==> src/design/rnp_pkg.sv <==
`default_nettype none
// ----------------------------------------------------------------------------
// rnp_pkg
// Shared types and constants of the RTP NAL-unit packetizer.
// ----------------------------------------------------------------------------
package rnp_pkg;

    // configuration register indexes
    localparam logic [1:0] CFG_IDX_SSRC        = 2'd0;
    localparam logic [1:0] CFG_IDX_HEVC_MODE   = 2'd1;
    localparam logic [1:0] CFG_IDX_MAX_PAYLOAD = 2'd2;

    localparam logic [11:0] RESET_MAX_PAYLOAD = 12'd1400;
    localparam logic [11:0] MIN_PAYLOAD       = 12'd16;

    // RTP fixed header bytes
    localparam logic [7:0] RTP_VERSION_BYTE = 8'h80;
    localparam logic [7:0] RTP_PAYLOAD_TYPE = 8'd97;

    // fragmentation header pieces
    localparam logic [7:0] H264_NRI_MASK  = 8'hE0;
    localparam logic [7:0] H264_FU_TYPE   = 8'd28;
    localparam logic [7:0] H264_TYPE_MASK = 8'h1F;
    localparam logic [7:0] H265_KEEP_MASK = 8'h81;
    localparam logic [7:0] H265_FU_TYPE   = 8'd49;
    localparam logic [7:0] H265_TYPE_MASK = 8'h3F;
    localparam logic [7:0] FU_START_BIT   = 8'h80;
    localparam logic [7:0] FU_END_BIT     = 8'h40;

    // output slots of one job: 0..11 RTP header, 12..14 FU bytes, 15 data
    localparam logic [3:0] SLOT_FIRST    = 4'd0;
    localparam logic [3:0] SLOT_LAST_RTP = 4'd11;
    localparam logic [3:0] SLOT_DATA     = 4'd15;

    typedef struct packed {
        logic [31:0] ssrc;
        logic        hevc_mode;
        logic [11:0] max_payload;
    } cfg_t;

    // one classified input byte, handed from front to back
    typedef struct packed {
        logic [7:0]  data;
        logic        pkt_end;
        logic        has_rtp;
        logic [1:0]  fu_cnt;   // FU bytes, right-aligned on slot 14
        logic [7:0]  fu0;      // slot 12
        logic [7:0]  fu1;      // slot 13
        logic [7:0]  fu2;      // slot 14
        logic [15:0] seq;
        logic [31:0] ts;
    } job_t;

endpackage
`default_nettype wire

==> src/design/rnp_front.sv <==
`default_nettype none
// ----------------------------------------------------------------------------
// rnp_front
// Accepts NAL bytes, tracks unit and fragment state, and turns each byte but
// the NAL header of a fragmented unit into a job describing its packet bytes.
// ----------------------------------------------------------------------------
module rnp_front #(
    parameter int LENGTH_BITS = 24
) (
    input  wire                 clk,
    input  wire                 rst_n,
    input  rnp_pkg::cfg_t       cfg,
    input  wire                 accept,
    input  wire  [7:0]          nal_byte,
    input  wire                 start_of_unit,
    input  wire  [23:0]         unit_length,
    input  wire  [31:0]         rtp_timestamp,
    output logic                push,
    output rnp_pkg::job_t       job
);
    import rnp_pkg::*;

    logic [15:0]            seq_reg, seq_next;
    logic [LENGTH_BITS-1:0] pos_reg, pos_next;
    logic [LENGTH_BITS-1:0] len_reg, len_next;
    logic [31:0]            ts_reg, ts_next;
    logic [7:0]             hdr0_reg, hdr0_next;
    logic [7:0]             hdr1_reg, hdr1_next;
    logic [11:0]            chunk_reg, chunk_next;
    logic                   frag_reg, frag_next;
    logic                   first_reg, first_next;

    logic [11:0]            maxp;
    logic [LENGTH_BITS-1:0] maxp_l;
    logic [LENGTH_BITS-1:0] len_in;
    logic [LENGTH_BITS-1:0] eff_pos;
    logic [11:0]            eff_chunk;
    logic                   eff_first;
    logic                   active;
    logic                   last_byte;
    logic                   last_frag;
    logic                   in_hdr;
    logic [11:0]            chunk_inc;
    logic                   job_valid;
    logic [7:0]             fu_hdr;

    // effective limit and length
    assign maxp   = (cfg.max_payload < MIN_PAYLOAD) ? MIN_PAYLOAD : cfg.max_payload;
    assign maxp_l = LENGTH_BITS'(maxp);
    assign len_in = LENGTH_BITS'({8'd0, unit_length});

    // classify the byte and work out the next state
    always_comb
    begin
        len_next   = start_of_unit ? len_in : len_reg;
        ts_next    = start_of_unit ? rtp_timestamp : ts_reg;
        frag_next  = start_of_unit ? (len_in > maxp_l) : frag_reg;
        eff_pos    = start_of_unit ? '0 : pos_reg;
        eff_chunk  = start_of_unit ? 12'd0 : chunk_reg;
        eff_first  = start_of_unit ? 1'b1 : first_reg;

        active     = eff_pos < len_next;
        last_byte  = eff_pos == (len_next - LENGTH_BITS'(1));
        last_frag  = (len_next - eff_pos) <= maxp_l;
        in_hdr     = (eff_pos == '0) ||
                     (cfg.hevc_mode && (eff_pos == LENGTH_BITS'(1)));
        chunk_inc  = eff_chunk + 12'd1;

        pos_next   = eff_pos;
        chunk_next = eff_chunk;
        first_next = eff_first;
        seq_next   = seq_reg;
        hdr0_next  = hdr0_reg;
        hdr1_next  = hdr1_reg;
        job_valid  = 1'b0;
        fu_hdr     = 8'd0;

        job         = '0;
        job.data    = nal_byte;
        job.seq     = seq_reg;
        job.ts      = ts_next;

        if (active)
        begin
            pos_next = eff_pos + LENGTH_BITS'(1);
            if (eff_pos == '0)
                hdr0_next = nal_byte;
            if (eff_pos == LENGTH_BITS'(1))
                hdr1_next = nal_byte;

            if (!frag_next)
            begin
                // single packet per unit
                job_valid   = 1'b1;
                job.pkt_end = last_byte;
                job.has_rtp = (eff_pos == '0);
                if (eff_pos == '0)
                    seq_next = seq_reg + 16'd1;
            end
            else if (!in_hdr)
            begin
                job_valid = 1'b1;
                if (eff_chunk == 12'd0)
                begin
                    // packet opens: RTP header plus FU bytes
                    job.has_rtp = 1'b1;
                    seq_next    = seq_reg + 16'd1;
                    first_next  = 1'b0;
                    if (cfg.hevc_mode)
                    begin
                        job.fu_cnt = 2'd3;
                        job.fu0    = (hdr0_reg & H265_KEEP_MASK) | (H265_FU_TYPE << 1);
                        job.fu1    = hdr1_reg;
                        fu_hdr     = (hdr0_reg >> 1) & H265_TYPE_MASK;
                    end
                    else
                    begin
                        job.fu_cnt = 2'd2;
                        job.fu1    = (hdr0_reg & H264_NRI_MASK) | H264_FU_TYPE;
                        fu_hdr     = hdr0_reg & H264_TYPE_MASK;
                    end
                    if (eff_first)
                        fu_hdr = fu_hdr | FU_START_BIT;
                    if (last_frag)
                        fu_hdr = fu_hdr | FU_END_BIT;
                    job.fu2 = fu_hdr;
                end
                if (last_byte || (chunk_inc >= maxp))
                begin
                    job.pkt_end = 1'b1;
                    chunk_next  = 12'd0;
                end
                else
                begin
                    chunk_next  = chunk_inc;
                end
            end
        end
    end

    assign push = accept && job_valid;

    // unit state
    always_ff @(posedge clk or negedge rst_n)
    begin
        if (!rst_n)
        begin
            seq_reg   <= 16'd0;
            pos_reg   <= '0;
            len_reg   <= '0;
            ts_reg    <= 32'd0;
            hdr0_reg  <= 8'd0;
            hdr1_reg  <= 8'd0;
            chunk_reg <= 12'd0;
            frag_reg  <= 1'b0;
            first_reg <= 1'b1;
        end
        else if (accept)
        begin
            seq_reg   <= seq_next;
            pos_reg   <= pos_next;
            len_reg   <= len_next;
            ts_reg    <= ts_next;
            hdr0_reg  <= hdr0_next;
            hdr1_reg  <= hdr1_next;
            chunk_reg <= chunk_next;
            frag_reg  <= frag_next;
            first_reg <= first_next;
        end
    end

endmodule
`default_nettype wire

==> src/design/rnp_fifo.sv <==
`default_nettype none
// ----------------------------------------------------------------------------
// rnp_fifo
// Short job queue between front and back, head readable at once.
// ----------------------------------------------------------------------------
module rnp_fifo #(
    parameter int DEPTH = 4
) (
    input  wire            clk,
    input  wire            rst_n,
    input  wire            push,
    input  rnp_pkg::job_t  push_job,
    input  wire            pop,
    output logic           full,
    output logic           head_valid,
    output rnp_pkg::job_t  head_job
);
    import rnp_pkg::*;

    localparam int PTR_W = (DEPTH > 1) ? $clog2(DEPTH) : 1;
    localparam int CNT_W = $clog2(DEPTH + 1);

    job_t             mem_reg [DEPTH];
    logic [PTR_W-1:0] wr_ptr_reg, wr_ptr_next;
    logic [PTR_W-1:0] rd_ptr_reg, rd_ptr_next;
    logic [CNT_W-1:0] count_reg, count_next;

    assign full       = count_reg == CNT_W'(DEPTH);
    assign head_valid = count_reg != '0;
    assign head_job   = mem_reg[rd_ptr_reg];

    // pointer and fill tracking
    always_comb
    begin
        wr_ptr_next = wr_ptr_reg;
        rd_ptr_next = rd_ptr_reg;
        count_next  = count_reg;
        if (push)
            wr_ptr_next = (wr_ptr_reg == PTR_W'(DEPTH - 1)) ? '0 : wr_ptr_reg + PTR_W'(1);
        if (pop)
            rd_ptr_next = (rd_ptr_reg == PTR_W'(DEPTH - 1)) ? '0 : rd_ptr_reg + PTR_W'(1);
        if (push && !pop)
            count_next = count_reg + CNT_W'(1);
        else if (pop && !push)
            count_next = count_reg - CNT_W'(1);
    end

    always_ff @(posedge clk or negedge rst_n)
    begin
        if (!rst_n)
        begin
            wr_ptr_reg <= '0;
            rd_ptr_reg <= '0;
            count_reg  <= '0;
        end
        else
        begin
            wr_ptr_reg <= wr_ptr_next;
            rd_ptr_reg <= rd_ptr_next;
            count_reg  <= count_next;
        end
    end

    // storage
    always_ff @(posedge clk)
    begin
        if (push)
            mem_reg[wr_ptr_reg] <= push_job;
    end

endmodule
`default_nettype wire

==> src/design/rnp_back.sv <==
`default_nettype none
// ----------------------------------------------------------------------------
// rnp_back
// Walks the slots of the head job and drives one packet byte per cycle,
// while the receiver is ready, through a registered output stage.
// ----------------------------------------------------------------------------
module rnp_back (
    input  wire            clk,
    input  wire            rst_n,
    input  wire  [31:0]    ssrc,
    input  wire            head_valid,
    input  rnp_pkg::job_t  head_job,
    output logic           pop,
    output logic           out_valid,
    input  wire            out_ready,
    output logic [7:0]     out_byte,
    output logic           out_packet_end,
    output logic           out_run_end
);
    import rnp_pkg::*;

    logic [3:0] slot_reg, slot_next;
    logic       started_reg, started_next;
    logic [3:0] slot;
    logic       advance;
    logic       emit;
    logic [7:0] slot_byte;
    logic       out_valid_reg, out_valid_next;
    logic [7:0] byte_reg;
    logic       pkt_end_reg;
    logic       run_end_reg;

    // a fresh job starts at its first present slot
    assign slot    = started_reg ? slot_reg : (head_job.has_rtp ? SLOT_FIRST : SLOT_DATA);
    assign advance = !out_valid_reg || out_ready;
    assign emit    = advance && head_valid;
    assign pop     = emit && (slot == SLOT_DATA);

    // slot byte select
    always_comb
    begin
        case (slot)
            4'd0:    slot_byte = RTP_VERSION_BYTE;
            4'd1:    slot_byte = RTP_PAYLOAD_TYPE;
            4'd2:    slot_byte = head_job.seq[15:8];
            4'd3:    slot_byte = head_job.seq[7:0];
            4'd4:    slot_byte = head_job.ts[31:24];
            4'd5:    slot_byte = head_job.ts[23:16];
            4'd6:    slot_byte = head_job.ts[15:8];
            4'd7:    slot_byte = head_job.ts[7:0];
            4'd8:    slot_byte = ssrc[31:24];
            4'd9:    slot_byte = ssrc[23:16];
            4'd10:   slot_byte = ssrc[15:8];
            4'd11:   slot_byte = ssrc[7:0];
            4'd12:   slot_byte = head_job.fu0;
            4'd13:   slot_byte = head_job.fu1;
            4'd14:   slot_byte = head_job.fu2;
            default: slot_byte = head_job.data;
        endcase
    end

    // slot sequencing; FU bytes sit right-aligned before the data slot
    always_comb
    begin
        slot_next    = slot_reg;
        started_next = started_reg;
        if (emit)
        begin
            if (slot == SLOT_DATA)
            begin
                started_next = 1'b0;
            end
            else
            begin
                started_next = 1'b1;
                if (slot == SLOT_LAST_RTP)
                    slot_next = SLOT_DATA - {2'b00, head_job.fu_cnt};
                else
                    slot_next = slot + 4'd1;
            end
        end
        if (emit)
            out_valid_next = 1'b1;
        else if (out_ready)
            out_valid_next = 1'b0;
        else
            out_valid_next = out_valid_reg;
    end

    always_ff @(posedge clk or negedge rst_n)
    begin
        if (!rst_n)
        begin
            slot_reg      <= SLOT_FIRST;
            started_reg   <= 1'b0;
            out_valid_reg <= 1'b0;
        end
        else
        begin
            slot_reg      <= slot_next;
            started_reg   <= started_next;
            out_valid_reg <= out_valid_next;
        end
    end

    // output payload
    always_ff @(posedge clk)
    begin
        if (emit)
        begin
            byte_reg    <= slot_byte;
            pkt_end_reg <= (slot == SLOT_DATA) && head_job.pkt_end;
            run_end_reg <= (slot == SLOT_DATA);
        end
    end

    assign out_valid      = out_valid_reg;
    assign out_byte       = byte_reg;
    assign out_packet_end = pkt_end_reg;
    assign out_run_end    = run_end_reg;

    // checks
    a_pop_needs_head: assert property (@(posedge clk) disable iff (!rst_n)
        pop |-> head_valid)
        else $error("job popped from empty queue");

    a_started_keeps_head: assert property (@(posedge clk) disable iff (!rst_n)
        started_reg |-> head_valid)
        else $error("job vanished while being emitted");

    a_end_on_run_end: assert property (@(posedge clk) disable iff (!rst_n)
        (out_valid_reg && pkt_end_reg) |-> run_end_reg)
        else $error("packet end outside data slot");

    a_header_walk: assert property (@(posedge clk) disable iff (!rst_n)
        (emit && (slot != SLOT_DATA) && (slot != SLOT_LAST_RTP)) |=> (slot_reg == $past(slot) + 4'd1))
        else $error("slot sequence skipped");

endmodule
`default_nettype wire

==> src/design/rtp_nal_packetizer_core.sv <==
`default_nettype none
// ----------------------------------------------------------------------------
// rtp_nal_packetizer_core
// RTP packetizer for H.264 / H.265 NAL units with FU fragmentation.
// ----------------------------------------------------------------------------
// Usage:
//   s_axis carries one NAL byte per request; tuser marks the first byte of a
//   unit, which also samples the unit length and the RTP timestamp.
//   m_axis carries packet bytes; tlast marks the final byte of a packet and
//   tuser the last byte caused by one input byte.
//   cfg writes ssrc (0), hevc_mode (1) and max_payload (2); write only while
//   the block is idle.  cfg_ready is always high.
// Timing:
//   The first packet byte of a request passes through the job queue and then
//   the output register.  The back end emits one byte per cycle while the
//   receiver is ready, so a byte that opens a packet also costs its RTP header
//   bytes and, in an H.264/H.265 fragment, its two/three FU bytes.  A job queue of
//   QUEUE_DEPTH entries absorbs these bursts; s_axis_tready drops only while
//   that queue is full.
// Reset clears all unit state, the sequence number and the queue; max_payload
//   returns to 1400.  When the receiver stalls, the output register holds its
//   byte, the queue fills, and then input requests are held off.
// ----------------------------------------------------------------------------
module rtp_nal_packetizer_core #(
    parameter int LENGTH_BITS = 24,
    parameter int QUEUE_DEPTH = 4
) (
    input  wire         clk,
    input  wire         rst_n,
    // input stream
    input  wire         s_axis_tvalid,
    output logic        s_axis_tready,
    input  wire  [63:0] s_axis_tdata,   // nal_byte[7:0], unit_length[31:8], rtp_timestamp[63:32]
    input  wire         s_axis_tuser,   // start_of_unit
    // output stream
    output logic        m_axis_tvalid,
    input  wire         m_axis_tready,
    output logic [7:0]  m_axis_tdata,   // packet_byte[7:0]
    output logic        m_axis_tlast,   // packet_end
    output logic        m_axis_tuser,   // run_end
    // configuration writes
    input  wire         cfg_valid,
    output logic        cfg_ready,
    input  wire  [1:0]  cfg_index,
    input  wire  [31:0] cfg_data
);
    import rnp_pkg::*;

    cfg_t  cfg_reg;
    logic  accept;
    logic  push;
    job_t  push_job;
    logic  pop;
    logic  full;
    logic  head_valid;
    job_t  head_job;

    // configuration registers
    assign cfg_ready = 1'b1;

    always_ff @(posedge clk or negedge rst_n)
    begin
        if (!rst_n)
        begin
            cfg_reg.ssrc        <= 32'd0;
            cfg_reg.hevc_mode   <= 1'b0;
            cfg_reg.max_payload <= RESET_MAX_PAYLOAD;
        end
        else if (cfg_valid)
        begin
            case (cfg_index)
                CFG_IDX_SSRC:        cfg_reg.ssrc        <= cfg_data;
                CFG_IDX_HEVC_MODE:   cfg_reg.hevc_mode   <= cfg_data[0];
                CFG_IDX_MAX_PAYLOAD: cfg_reg.max_payload <= cfg_data[11:0];
                default:             ;
            endcase
        end
    end

    // input handshake
    assign s_axis_tready = !full;
    assign accept        = s_axis_tvalid && !full;

    rnp_front #(
        .LENGTH_BITS (LENGTH_BITS)
    ) u_front (
        .clk           (clk),
        .rst_n         (rst_n),
        .cfg           (cfg_reg),
        .accept        (accept),
        .nal_byte      (s_axis_tdata[7:0]),
        .start_of_unit (s_axis_tuser),
        .unit_length   (s_axis_tdata[31:8]),
        .rtp_timestamp (s_axis_tdata[63:32]),
        .push          (push),
        .job           (push_job)
    );

    rnp_fifo #(
        .DEPTH (QUEUE_DEPTH)
    ) u_fifo (
        .clk        (clk),
        .rst_n      (rst_n),
        .push       (push),
        .push_job   (push_job),
        .pop        (pop),
        .full       (full),
        .head_valid (head_valid),
        .head_job   (head_job)
    );

    rnp_back u_back (
        .clk            (clk),
        .rst_n          (rst_n),
        .ssrc           (cfg_reg.ssrc),
        .head_valid     (head_valid),
        .head_job       (head_job),
        .pop            (pop),
        .out_valid      (m_axis_tvalid),
        .out_ready      (m_axis_tready),
        .out_byte       (m_axis_tdata),
        .out_packet_end (m_axis_tlast),
        .out_run_end    (m_axis_tuser)
    );

endmodule
`default_nettype wire
==> config.mk <==
export PLATFORM = sky130hd
export DESIGN_NAME = rtp_nal_packetizer_core
export DESIGN_NICKNAME = d
export VERILOG_FILES = /design/src/design/rnp_pkg.sv /design/src/design/rnp_front.sv /design/src/design/rnp_fifo.sv /design/src/design/rnp_back.sv /design/src/design/rtp_nal_packetizer_core.sv
export SDC_FILE = /design/constraint.sdc
export NUM_CORES = 1
export LEC_CHECK = 0
export BUFFER_PORTS_ARGS = -buffer_cell sky130_fd_sc_hd__buf_2
export CORE_MARGIN = 3
export CORE_UTILIZATION = 60
export DETAILED_ROUTE_END_ITERATION = 10
export MAX_ROUTING_LAYER = met4
export PLACE_DENSITY = 0.78
export SETUP_SLACK_MARGIN = 0.3
export SLEW_MARGIN = 5
export SYNTH_ARGS = -nofsm -noshare
export SYNTH_HDL_FRONTEND = slang
export SYNTH_SLANG_ARGS = --single-unit
==> constraint.sdc <==
create_clock -name clk -period 6.45 [get_ports clk]
set_clock_uncertainty 0.2 [all_clocks]
set_input_delay 0.3225 -clock clk [delete_from_list [all_inputs] [get_ports clk]]
set_output_delay 0.3225 -clock clk [all_outputs]
set_load 0.02 [all_outputs]
==> impl_metrics.csv, run 1 <==
group,metric,value,unit
drt,drt_iter0_markers,1819,
job,drv_cap,0,
synthesis,synth-main-ff-cell,"edfxtp_1",
synthesis,synth_nets,2000,
global_route,grt_max_degree,114,
clocking,cts_sinks,506,
pwr,p_leak,0.0108,µW
die,fp.dieW,208,µm
critical_path,r2r.worst_path.cells,18,
synthesis,yosysSeqAreaShare,0.583,
finish,final_core_util,0.708,
timing,setup_tns,0,ps
critical_path,crit_path_max_fanout,4,
pwr,peakVddDrop,221,µV
die,initial_core_util,0.613,
min_path,hp-class,"primary input to register",
clocking,numCtsBuffers,50,
finish,largest_register_ffs,312,
status,status,"finished clean",
critical_path,r2r_start,"u_front.pos_reg[1]",
drt,first_pass_iters,6,
die,chipHeight,208,µm
drt,routed_via_density,6.41,
clocking,h-tree-depth,2,
min_path,hold_start,"s_axis_tdata[22]",
drt,drc_errors,0,
synthesis,yosys_warnings,0,
min_path,whs_endpoint,"u_front.len_reg[14]",
finish,layout.nets,2202,
critical_path,worstPathArrival,5470,ps
timing,fin_crit,5360,ps
finish,layout_commonest_cell,"edfxtp_1",
place,io_buffer_count,115,
clocking,cts_tree,"built",
finish,area_delta_synth_final,15.5,%
timing,whs,23.3,ps
global_route,gr-total-overflow,0,
die,ios,117,
clocking,clk_path_buf_depth,3,
drt,antenna_left,0,
place,gp_congestion,0.935,
place,dpl.hpwl,41400,µm
synthesis,ys_seq_elements,506,
finish,drive_gt1_frac,0.228,
synthesis,synthArstFlopShare,0.364,
clocking,clk_latency,620,ps
finish,final_cell_mix,"edfxtp_1, dfrtp_1, nand2_1",
die,coreArea,0.0400,mm²
timing,worst_pin_slew,1250,ps
finish,multi_input_area,0.00970,mm²
synthesis,syn_area,0.0245,mm²
timing,slew_headroom,0.163,
clocking,cts-root-buf,"clkbuf_16",
place,dp.cells,2401,
global_route,track_usage,0.302,
global_route,antenna_found_initial,2,
finish,nFillCells,2618,
timing,fmax,0.187,GHz
critical_path,crit_type,"register to register",
drt,wl_per_cell,24.5,µm
timing,period_share,0.831,
synthesis,syn_avg_cell_area,13.5,µm²
timing,rsz0062_at_grt,"false",
die,rows,73,
timing,finalSetupViolations,0,
global_route,grt_first_pass_wirelength,98500,µm
critical_path,r2r-end,"u_fifo.mem_reg[0][54]",
drt,wl,63400,µm
synthesis,yosysUniqueCellTypes,79,
finish,seqCellArea,0.0143,mm²
global_route,first_global_vias,16700,
timing,hold_viol_final,0,
critical_path,cp-start-kind,"register",
critical_path,reg2reg_setup_slack,1090,ps
die,die_area,0.0433,mm²
synthesis,synthCells,1817,
finish,stdcell_count,2590,
critical_path,end_kind,"register",
clocking,post_cts_buffers,0,
min_path,hold_depth,4,
clocking,clk_pin_slew,60,ps
synthesis,synth_edf_count,322,
critical_path,required,6560,ps
drt,vias,16600,
timing,slew_violations,0,
pwr,power_density,417,mW/mm²
[through the flow]
stage,power [µW],area (µm²),setup WS (ps)
floorplan,7380,24500,575
global placement,8440,25600,803
detailed placement,8610,25600,582
CTS,11800,28300,930
global route,12400,28300,431
finish,11800,28300,1090
[worst max-delay path by stage]
stage | from | end
finish | u_front.pos_reg[1] | u_fifo.mem_reg[0][54]
global route | u_front.pos_reg[1] | u_fifo.mem_reg[2][54]
CTS | u_front.pos_reg[1] | u_fifo.mem_reg[3][54]
detailed placement | s_axis_tuser | u_fifo.mem_reg[1][54]
global placement | s_axis_tuser | u_fifo.mem_reg[0][54]
floorplan | s_axis_tuser | u_fifo.mem_reg[0][54]
[synthesized netlist by cell type, drive strengths merged (7+ instances only)]
cell | n | area (µm²)
buf | 28 | 133
nor3 | 26 | 130
o21ai | 63 | 315
dfrtp | 177 | 4430
nor2 | 89 | 334
ha | 77 | 963
a21oi | 51 | 255
inv | 61 | 229
a21o | 17 | 128
o21a | 9 | 67.6
dfstp | 7 | 184
a22oi | 32 | 240
edfxtp | 322 | 9670
or3 | 8 | 50.1
nor4 | 31 | 213
nand4 | 34 | 213
mux2i | 34 | 340
mux4 | 76 | 1710
mux2 | 142 | 1600
xor2 | 36 | 315
nand2 | 153 | 574
xnor2 | 56 | 490
or4 | 9 | 71.3
nand2b | 7 | 43.8
nor2b | 10 | 62.6
and2 | 13 | 83.8
and3 | 25 | 156
nand3 | 31 | 155
a31oi | 17 | 106
clkbuf | 52 | 195
a22o | 15 | 131
[report_power, final]
group / switching, µW / internal, µW / total [µW]
logic: 2310 / 1660 / 3980
registers: 468 / 4260 / 4730
clock network: 1270 / 1820 / 3090
total: 4050 / 7750 / 11800
[cells by family after synthesis]
logic type,synth area share
fa+ha+maj,0.0409
xor+xnor,0.0329
flops,0.583
buf+inv,0.0229
other cells,0.000153
mux,0.149
simple gates,0.0955
compound gates,0.0761
[per-layer routing]
metal  vias up  GRT usage  share of wire  routed length (µm)
li1       7364          -              -                   -
met1      8359      0.404           0.40               25400
met2       732      0.478           0.49               30800
met3       146     0.0568          0.078                4960
met4         0     0.0956          0.035                2210
met5         -          -              0                   0
[cell type report]
class,count,share of cell area
antenna,4,0.000353
clock buffer,72,0.0514
clock inverter,22,0.0108
inverter,62,0.00822
multi-input combinational,1169,0.342
sequential,506,0.504
tap,525,0.0232
timing repair buffer,230,0.0592
[critical path, stage by stage, from the launching register on]
cell and delay (ps):
dfrtp_1 380, nor2b_1 380, inv_1 150, ha_1 310
nor2b_1 130, o21ai_0 210, a21boi_0 230, a221o_1 470
a21oi_1 280, o21bai_1 100, a21oi_1 180, xnor2_1 150
ha_1 270, nand4_1 110, inv_1 60, a221oi_1 290
o211ai_1 140, or4_1 530, a2111oi_1 530
[timing repair]
item	CTS	global route
hold endpoints to repair	374	0
endpoints found under the setup margin	0	4
hold buffers	91	0
resized for setup	0	1
(Power assumes the default switching activity.)
==> inputs of run 2 (changes only) <==
--- a/config.mk
+++ b/config.mk
@@ -7,10 +7,10 @@
 export LEC_CHECK = 0
 export BUFFER_PORTS_ARGS = -buffer_cell sky130_fd_sc_hd__buf_2
 export CORE_MARGIN = 3
-export CORE_UTILIZATION = 60
+export CORE_UTILIZATION = 56
 export DETAILED_ROUTE_END_ITERATION = 10
 export MAX_ROUTING_LAYER = met4
-export PLACE_DENSITY = 0.78
+export PLACE_DENSITY = 0.77
 export SETUP_SLACK_MARGIN = 0.3
 export SLEW_MARGIN = 5
 export SYNTH_ARGS = -nofsm -noshare
==> constraint.sdc (replaced) <==
create_clock -name clk -period 4.46 [get_ports clk]
set_clock_uncertainty 0.2 [all_clocks]
set_input_delay 0.223 -clock clk [delete_from_list [all_inputs] [get_ports clk]]
set_output_delay 0.223 -clock clk [all_outputs]
set_load 0.02 [all_outputs]
==> run 2 against run 1 <==
Global-route usage down 0.78 points. Non-clock buffer count grew 125. First-iteration DRC count fell by 4.8%. Final area rose by 4.7%. Highest routed layer unchanged.
==> impl_metrics.csv, run 2 (synthesis gave the netlist of run 1 again) <==
group,metric,value,unit
die,rows,76,
drt,drc_errors,0,
global_route,antenna_found_initial,4,
critical_path,crit_family,"compound AO/OA/AOI/OAI gates",
drt,drt_iter0_markers,1731,
finish,seqCellArea,0.0143,mm²
min_path,whs_endpoint,"u_front.len_reg[13]",
pwr,totalPowerFinal,17400,µW
place,io_buffer_count,115,
critical_path,crit_top_cell,"buf_4",
finish,nFillCells,2977,
pwr,peakVddDrop,548,µV
timing,slew_violations,0,
drt,wl_per_cell,23.8,µm
drt,routed_via_density,6.19,
drt,wl,66100,µm
finish,final_core_util,0.687,
clocking,cts-root-buf,"clkbuf_16",
min_path,hp-class,"primary input to register",
min_path,hold_start,"s_axis_tdata[21]",
job,drv_cap,0,
critical_path,cp-start-kind,"register",
pwr,power_density,587,mW/mm²
clocking,clk_latency,600,ps
clocking,numCtsBuffers,50,
critical_path,r2r.worst_path.cells,17,
timing,finalSetupViolations,0,
timing,fmax,0.230,GHz
min_path,hold_depth,5,
finish,layout.nets,2327,
finish,largest_register_ffs,312,
place,dpl.hpwl,44300,µm
finish,drive_gt1_frac,0.284,
finish,multi_input_area,0.00993,mm²
critical_path,cp_slowest_stage_delay,520,ps
global_route,grt_max_degree,89,
critical_path,crit_path_max_fanout,4,
finish,final_cell_mix,"edfxtp_1, dfrtp_1, nand2_1",
die,chipHeight,215,µm
timing,worst_pin_slew,861,ps
die,initial_core_util,0.568,
critical_path,slowest_stage,"or4_4",
timing,rsz0062_at_grt,"true",
pwr,p_leak,0.0115,µW
finish,fin_area,0.0297,mm²
critical_path,reg2reg_setup_slack,120,ps
timing,slew_headroom,0.421,
place,placed_area,0.0268,mm²
drt,first_pass_iters,5,
status,status,"finished clean",
global_route,gr-total-overflow,0,
die,die_area,0.0463,mm²
drt,antenna_left,0,
clocking,clk_path_buf_depth,3,
critical_path,r2r_start,"u_front.len_reg[1]",
global_route,track_usage,0.294,
critical_path,end_kind,"register",
clocking,clk_pin_slew,70,ps
finish,layout_commonest_cell,"edfxtp_1",
finish,area_delta_synth_final,21.0,%
timing,fin_crit,4340,ps
clocking,cts_tree,"built",
clocking,h-tree-depth,2,
critical_path,required,4630,ps
place,gp_congestion,0.944,
global_route,first_global_vias,17500,
die,fp.dieW,215,µm
timing,period_share,0.973,
critical_path,worstPathArrival,4510,ps
critical_path,crit_type,"register to register",
die,ios,117,
timing,hold_viol_final,0,
global_route,grt_first_pass_wirelength,102000,µm
critical_path,crit_buf_inv,3,
critical_path,r2r-end,"u_fifo.mem_reg[0][54]",
die,coreArea,0.0432,mm²
critical_path,cp_cell_sequence,"mux2i_4, buf_4, buf_4, fa_2, nor2b_2, o21ai_2, a21oi_2, or4_1, a31oi_2, xnor2_1, ha_1, nand4_1, inv_1, a221oi_2, o211ai_1, or4_4, a2111oi_4",
drt,vias,17200,
clocking,cts_sinks,506,
-- run 2: cell types whose count changed in the layout (fill, tap and decap cells not counted), sizes merged --
cell	before	now
bufinv	6	4
clkinv	15	19
inv	62	68
clkinvlp	1	3
dlygate4sd3	91	98
buf	138	256
clkbuf	73	63
-- run 2: how the worst max path moves through the flow --
stage                        from                    end  cells past startpoint
2_1_floorplan        s_axis_tuser  u_fifo.mem_reg[0][54]                     23
3_3_place_gp         s_axis_tuser  u_fifo.mem_reg[3][54]                     17
3_5_place_dp         s_axis_tuser  u_fifo.mem_reg[0][54]                     20
4_1_cts        u_front.len_reg[4]  u_fifo.mem_reg[0][54]                     18
5_1_grt        u_front.len_reg[1]  u_fifo.mem_reg[0][54]                     17
6_report       u_front.len_reg[1]  u_fifo.mem_reg[0][54]                     17
-- run 2: through the flow --
stage	instances	setup TNS, ps	hold WS (ps)	worst slack, ps
detailed placement	2564	-550	171	-125
global placement	2564	-171	157	-42.8
CTS	2765	0	16.6	245
floorplan	1817	-757	-273	-189
finish	2775	0	0.500	120
global route	2775	-276	28.2	-69.1
-- run 2: layer usage --
metal / vias up / GRT usage / routed length, µm
met3: 156 / 0.0515 / 4840
met5: - / - / 0
met2: 814 / 0.467 / 31900
li1: 7613 / - / -
met4: 0 / 0.112 / 2710
met1: 8586 / 0.385 / 26600
-- run 2: final cells by class --
class | instances | area share
Tap cell | 585 | 0.0247
Sequential cell | 506 | 0.482
Antenna cell | 4 | 0.000337
Clock inverter | 32 | 0.0104
Timing Repair Buffer | 355 | 0.0951
Clock buffer | 62 | 0.0451
Multi-Input combinational cell | 1169 | 0.335
Inverter | 62 | 0.00801
-- run 2: where the power goes --
group	internal, µW	switching, µW
clock network	2390	1870
registers	6160	538
logic	2840	3630
-- run 2: what timing repair did --
item	CTS	global route
endpoints found under the hold margin	361	0
gates resized for setup	12	23
endpoints found under the setup margin	4	101
buffers inserted	9	6
pin swaps	11	11
hold buffers	98	0
-- run 2: worst reg2reg max path, cell delays in order (launching register included) --
cell and delay [ps]:
dfrtp_1 420, mux2i_4 170, buf_4 130, buf_4 120
fa_2 210, nor2b_2 50, o21ai_2 170, a21oi_2 90
or4_1 500, a31oi_2 240, xnor2_1 140, ha_1 260
nand4_1 120, inv_1 60, a221oi_2 240, o211ai_1 120
or4_4 520, a2111oi_4 360
